### src/rtl/gso_pkg.sv
// Package: constants, types and helpers of the Gram-Schmidt orthogonaliser
`default_nettype none
package gso_pkg;
  localparam int MaxVectors = 8;
  localparam int MaxLength = 8;
  localparam int VW = $clog2(MaxVectors);
  localparam int EW = $clog2(MaxLength);
  localparam int AW = VW + EW;

  localparam logic CfgNumVectors = 1'b0;
  localparam logic CfgVectorLength = 1'b1;

  localparam logic signed [63:0] S64Max = 64'sh7FFF_FFFF_FFFF_FFFF;
  localparam logic signed [63:0] S64Min = 64'sh8000_0000_0000_0000;

  // datapath operations
  typedef enum logic [2:0] {
    OP_NONE,
    OP_CLR,   // clear accumulator
    OP_DOT,   // acc += a*b
    OP_DIV,   // coefficient = acc / norm (multi-cycle)
    OP_UPD,   // cur -= c*base, acc += h*h
    OP_NORM   // store acc as norm of vector
  } op_t;

  typedef struct packed {
    op_t          op;
    logic [VW-1:0] va;   // current vector
    logic [VW-1:0] vb;   // base vector
    logic [EW-1:0] el;
  } cmd_t;

  typedef struct packed {
    logic div_done;
    logic acc_zero;
    logic busy;
  } sts_t;

  function automatic logic signed [63:0] sat_add64(logic signed [63:0] a,
                                                   logic signed [63:0] b);
    logic signed [63:0] s;
    s = a + b;
    if (!a[63] && !b[63] && s[63]) return S64Max;
    if (a[63] && b[63] && !s[63]) return S64Min;
    return s;
  endfunction

  function automatic logic signed [31:0] sat32(logic signed [63:0] x);
    if (x > 64'sh7FFF_FFFF) return 32'sh7FFF_FFFF;
    if (x < -64'sh8000_0000) return 32'sh8000_0000;
    return x[31:0];
  endfunction

  function automatic logic [3:0] clamp_reg(logic [3:0] v, logic [3:0] mx);
    if (v == 4'd0) return 4'd1;
    if (v > mx) return mx;
    return v;
  endfunction
endpackage
`default_nettype wire

### src/rtl/gso_controller.sv
// Controller: load counting, orthogonalisation sequence, output sequencing
`default_nettype none
module gso_controller import gso_pkg::*; (
  input  wire logic          clk,
  input  wire logic          rst,
  input  wire logic          cfg_we,
  input  wire logic          cfg_idx,
  input  wire logic [3:0]    cfg_data,
  input  wire logic          in_fire,
  output logic               in_ready,
  output logic               wr_en,
  output logic [AW-1:0]      wr_addr,
  output logic [AW-1:0]      rd_addr,
  input  wire logic          out_ready,
  output logic               out_valid,
  output logic               out_err,
  output logic               out_last,
  output logic [VW-1:0]      out_v,
  output logic [EW-1:0]      out_e,
  output cmd_t               cmd,
  input  wire sts_t          sts
);
  typedef enum logic [3:0] {
    S_LOAD, S_N0, S_N0W, S_CLR, S_DOT, S_DOTW, S_DIV, S_UPD, S_UPDW,
    S_CHK, S_RD, S_OUT, S_ERR
  } state_t;

  state_t state;
  logic [3:0] nv_reg, vl_reg, n, m;
  logic [VW-1:0] lv, v, j;
  logic [EW-1:0] le, e;
  logic [2:0] wait_cnt;

  assign n = clamp_reg(nv_reg, 4'(MaxVectors));
  assign m = clamp_reg(vl_reg, 4'(MaxLength));
  assign in_ready = (state == S_LOAD);
  assign wr_en = in_fire;
  assign wr_addr = {lv, le};
  assign rd_addr = {v, e};

  always_comb begin
    cmd = '{op: OP_NONE, va: v, vb: j, el: e};
    case (state)
      S_LOAD: cmd.op = OP_CLR;
      S_N0:  cmd.op = OP_DOT;
      S_N0W: cmd.op = OP_NORM;
      S_CLR: cmd.op = OP_CLR;
      S_DOT: cmd.op = OP_DOT;
      S_DIV: cmd.op = OP_DIV;
      S_UPD: cmd.op = OP_UPD;
      S_CHK: cmd.op = OP_NORM;
      default: ;
    endcase
    if (state == S_N0 || state == S_N0W) begin
      cmd.va = '0;
      cmd.vb = '0;
    end
  end

  logic last_e;
  assign last_e = (4'(e) == m - 4'd1);

  always_ff @(posedge clk) begin
    if (rst) begin
      state <= S_LOAD;
      nv_reg <= 4'd8;
      vl_reg <= 4'd8;
      lv <= '0; le <= '0; v <= '0; j <= '0; e <= '0;
      out_valid <= 1'b0; out_err <= 1'b0; out_last <= 1'b0;
      wait_cnt <= '0;
    end else begin
      if (cfg_we) begin
        if (cfg_idx == CfgNumVectors) nv_reg <= cfg_data;
        else vl_reg <= cfg_data;
        lv <= '0; le <= '0;
      end
      case (state)
        S_LOAD: if (in_fire) begin
          if (4'(le) == m - 4'd1) begin
            le <= '0;
            if (4'(lv) == n - 4'd1) begin
              lv <= '0;
              e <= '0;
              state <= S_N0;
            end else lv <= lv + 1'b1;
          end else le <= le + 1'b1;
        end
        S_N0: begin
          // acc is held clear while loading
          if (last_e) begin
            e <= '0; wait_cnt <= '0; state <= S_N0W;
          end else e <= e + 1'b1;
        end
        S_N0W: if (!sts.busy) begin
          if (wait_cnt == 3'd1) begin
            if (sts.acc_zero) begin
              v <= '0; state <= S_ERR;
            end else if (n == 4'd1) begin
              v <= '0; e <= '0; state <= S_RD;
            end else begin
              v <= VW'(1); j <= '0; state <= S_CLR;
            end
          end else wait_cnt <= wait_cnt + 3'd1;
        end
        S_CLR: begin
          e <= '0; state <= S_DOT;
        end
        S_DOT: if (last_e) begin
          e <= '0; state <= S_DOTW;
        end else e <= e + 1'b1;
        S_DOTW: if (!sts.busy) state <= S_DIV;
        S_DIV: if (sts.div_done) state <= S_UPD;
        S_UPD: if (last_e) begin
          e <= '0; state <= S_UPDW;
        end else e <= e + 1'b1;
        S_UPDW: if (!sts.busy) begin
          state <= S_CHK;
        end
        S_CHK: begin
          if (sts.acc_zero) state <= S_ERR;
          else if (j == v - 1'b1) begin
            if (4'(v) == n - 4'd1) begin
              v <= '0; e <= '0; state <= S_RD;
            end else begin
              v <= v + 1'b1; j <= '0; state <= S_CLR;
            end
          end else begin
            j <= j + 1'b1; state <= S_CLR;
          end
        end
        S_RD: begin
          // the memory read is registered along with out_valid
          out_valid <= 1'b1;
          out_err <= 1'b0;
          out_last <= (4'(v) == n - 4'd1) && last_e;
          out_v <= v; out_e <= e;
          state <= S_OUT;
        end
        S_OUT: if (out_ready) begin
          out_valid <= 1'b0;
          if (out_last) state <= S_LOAD;
          else begin
            if (last_e) begin
              e <= '0; v <= v + 1'b1;
            end else e <= e + 1'b1;
            state <= S_RD;
          end
        end
        S_ERR: begin
          if (!out_valid) begin
            out_valid <= 1'b1; out_err <= 1'b1; out_last <= 1'b1;
            out_v <= v; out_e <= '0;
          end else if (out_ready) begin
            out_valid <= 1'b0; out_err <= 1'b0;
            state <= S_LOAD;
          end
        end
        default: state <= S_LOAD;
      endcase
    end
  end
endmodule
`default_nettype wire

### config.mk
export PLATFORM = sky130hd
export DESIGN_NAME = gso_controller
export DESIGN_NICKNAME = d
export VERILOG_FILES = /design/src/rtl/gso_pkg.sv /design/src/rtl/gso_controller.sv
export SDC_FILE = /design/constraint.sdc
export NUM_CORES = 1
export LEC_CHECK = 0
export ABC_CLOCK_PERIOD_IN_PS = 2970
export CAP_MARGIN = 20
export CORE_AREA = 5 5 69 117
export DETAILED_ROUTE_END_ITERATION = 10
export DIE_AREA = 0 0 74 122
export DONT_BUFFER_PORTS = 1
export HOLD_SLACK_MARGIN = 0.08
export PLACE_DENSITY = 0.57
export SYNTH_ARGS = -nofsm -noshare
export SYNTH_HDL_FRONTEND = slang
export SYNTH_SLANG_ARGS = --single-unit
### constraint.sdc
create_clock -name clk -period 2.97 [get_ports clk]
set_input_delay 0.297 -clock clk [delete_from_list [all_inputs] [get_ports clk]]
set_output_delay 0.297 -clock clk [all_outputs]
set_load 0.02 [all_outputs]
==> flow_metrics.env <==
export IMPL_synthesis_nets=352
export IMPL_cts_tree="done"
export IMPL_avgRoutedWirePerCell_microns=17.8
export IMPL_cp_top_family="compound AO/OA/AOI/OAI gates"
export IMPL_cts_sink_count=39
export IMPL_end_kind="register"
export IMPL_finalSetupViolations=0
export IMPL_worst_hold_margin_ns=0.0971
export IMPL_grtUsageTotal_pct=18.1
export IMPL_crit_path_cell_trace="o21ba_2 > or2_2 > ha_1 > xnor2_1 > xnor2_1 > a211oi_2 > buf_4 > o2111ai_1 > or2_0 > a221oi_1"
export IMPL_synthCells=328
export IMPL_worst_slew_margin_pct=51.6
export IMPL_antenna_diode_count=0
export IMPL_timing_critical_path_buf_inv=1
export IMPL_ff2ff_setup_slack_ns=0.37
export IMPL_dieHeight_microns=122
export IMPL_yosys_cell_count_top_type="nor2_1"
export IMPL_route_final_wire_length_microns=7570
export IMPL_cts_repair_resize_count=0
export IMPL_worstPathMaxFanout=5
export IMPL_outcome="finished clean"
export IMPL_synthesis_area_per_instance_sq_um=8.22
export IMPL_viasPerCell=5.71
export IMPL_holdPathEnd="out_valid$_SDFFE_PP0P_"
export IMPL_ys_async_sr_fraction_pct=0
export IMPL_firstDrtPassIters=4
export IMPL_period_needed_ns=2.60
export IMPL_rr_worst_depth=10
export IMPL_design_final_nets=362
export IMPL_r2r_end="v[0]$_SDFFE_PP0P_"
export IMPL_power_density_cell_area_nw_per_um2=632
export IMPL_post_synth_main_area_contributors="dfxtp_1 (25%), edfxtp_1 (6.7%), ha_1 (5.1%)"
export IMPL_initial_core_util_pct=37.8
export IMPL_filler_cell_count=744
export IMPL_area_growth_syn_to_layout_pct=12.0
export IMPL_synth_sequential_area_ratio_pct=31.2
export IMPL_post_route_drc_count=0
export IMPL_final_layout_size_suffix_gt1_share_pct=11.8
export IMPL_tritoncts_num_buffers=5
export IMPL_floorplan_rows=41
export IMPL_critical_path_source_type="register"
export IMPL_drv_cap=0
export IMPL_finalHoldViolations=0
export IMPL_timing_hold_worst_class="input pin to register"
export IMPL_initialDrtViolationCount=160
export IMPL_finalSetupTns_ns=0
export IMPL_finClkSkew_ns=0.00851
export IMPL_min_delay_path_depth=1
export IMPL_maxClockFrequency_mhz=385
export IMPL_ys_types=61
export IMPL_timing_final_ws_setup_ns=0.373
export IMPL_synth_seq_cells=39
export IMPL_place_worst_setup_slack_ns=0.261
export IMPL_critPathKind="register to register"
export IMPL_worst_hold_startpoint="rst"
export IMPL_regToRegStartpoint="vl_reg[1]$_SDFFE_PP0P_"
export IMPL_path_common_cell="xnor2_1"
export IMPL_timing_critical_path_arrival_ns=2.79
export IMPL_worst_ep_required_time_ns=3.16
export IMPL_final_max_slew_viol_count=0
export IMPL_antenna_found_initial=0
export IMPL_routed_vias=2426
export IMPL_setup_repair_after_global_routing_missed_its_margin="no"
export IMPL_first_global_vias=2426
export IMPL_synth_largest_area_cell="dfxtp_1"
export IMPL_ys_dominant_reg_cell="dfxtp_1"
export IMPL_worst_setup_hold_path_clk_slew_ns=0.06
export IMPL_antenna_left=0
export IMPL_clk_path_buf_depth=2
export IMPL_synth_top_cells_by_count="nor2_1 (35), dfxtp_1 (33), a21oi_1 (26)"
export IMPL_grt_first_pass_wirelength_microns=12500
export IMPL_die_area_sq_um=9030
export IMPL_grt_max_degree=20
export IMPL_cts_htree_levels=2
export IMPL_globalplace_congestion=0.852
export IMPL_die_width_microns=74
export IMPL_cp_slowest_stage_delay_ns=0.33
export IMPL_core_area_sq_um=7130
export IMPL_grt_overflow_total=0
export IMPL_clock_root_buffer="clkbuf_16"
export IMPL_worst_slew_pin_slew_ns=0.724
export IMPL_netlist_area_sq_um=2700
export IMPL_final_min_period_over_clock_period_pct=87.4
export IMPL_edff_count_synth=6
export IMPL_total_i_o_pin_count=48
export IMPL_worst_ir_drop_vdd_mv=0.369
export IMPL_port_buffer_count=0
export IMPL_worstSkewPairLatency_ns=0.29
export IMPL_p_leak_nw=1.08
export IMPL_yosysWarningCount=0
export IMPL_post_synth_top_area_fraction_pct=24.5
export IMPL_cp_slowest_cell="dfxtp_1"
export IMPL_detailedPlacementHpwl_microns=5740
## what timing repair did
action,4_1_cts,5_1_grt
buffers inserted,0,2
hold buffers,2,0
endpoints found under the hold margin,14,0
setup endpoints to repair,0,1
## cells in the final DEF, fill, tap and decap left out, types with 4 or more instances in the layout
master,n
o31ai_1,4
nand3b_1,4
and2_1,6
nor2_1,35
edfxtp_1,6
buf_4,20
nand2_1,22
nand2b_1,9
inv_1,15
a211oi_1,7
or3_1,5
or2_2,4
xnor2_1,13
o21ai_0,13
nand3_1,7
nor3_1,11
nor2b_1,10
mux2i_1,8
ha_1,11
dfxtp_1,33
clkbuf_16,5
a21oi_1,26
## layout make-up
type                            instances  area (sq um)  area share [%]
Clock inverter                          2          7.51           0.249
Sequential cell                        39           841            27.8
Inverter                               15          56.3            1.86
Multi-Input combinational cell        255          1710            56.6
Timing Repair Buffer                   22           170            5.64
Tap cell                               86           108            3.56
Clock buffer                            6           129            4.27
## through the flow
step	area (sq um)	total power, mW	util [%]	cells
2_1_floorplan	2700	1.21	-	328
3_3_place_gp	2850	1.39	39.9	413
3_5_place_dp	2850	1.39	39.9	413
4_1_cts	3000	1.92	42.1	423
5_1_grt	3020	2.05	42.3	425
6_report	3020	1.91	42.3	425
## metal layers
| metal | GRT usage, % | share of wire [%] | routed length [microns] |
|---|---|---|---|
| met1 | 18.1 | 36 | 2730 |
| met2 | 32.4 | 54 | 4100 |
| met3 | 5.37 | 5.7 | 430 |
| met4 | 9.64 | 4.1 | 312 |
| met5 | 0 | 0 | 0 |
## where the power goes
part | switching, mW | internal, mW | total [mW]
combinational | 0.460 | 0.282 | 0.742
sequential | 0.0836 | 0.570 | 0.654
clock | 0.207 | 0.306 | 0.513
## cells by family after synthesis
kind of cell | Yosys count | share of synthesized area, %
AO/OA/AOI/OAI | 85 | 21.9
adder cells (fa/ha/maj) | 11 | 5.10
XOR/XNOR | 18 | 6.91
flip-flops | 39 | 31.2
multiplexers | 9 | 3.39
AND/OR/NAND/NOR | 132 | 26.0
buffers and inverters | 34 | 5.48
## worst max-delay path by stage
stage,end,start,depth (start not counted),slack (ns)
2_1_floorplan,e[2]$_SDFFE_PP0P_,v[0]$_SDFFE_PP0P_,8,0.42
3_3_place_gp,v[0]$_SDFFE_PP0P_,vl_reg[1]$_SDFFE_PP0P_,8,0.36
3_5_place_dp,v[0]$_SDFFE_PP0P_,vl_reg[1]$_SDFFE_PP0P_,8,0.26
4_1_cts,v[0]$_SDFFE_PP0P_,vl_reg[1]$_SDFFE_PP0P_,8,0.24
5_1_grt,state[1]$_SDFFE_PP0P_,vl_reg[1]$_SDFFE_PP0P_,10,0.1
6_report,v[0]$_SDFFE_PP0P_,vl_reg[1]$_SDFFE_PP0P_,10,0.37
Power figures use the tool's default switching activity.
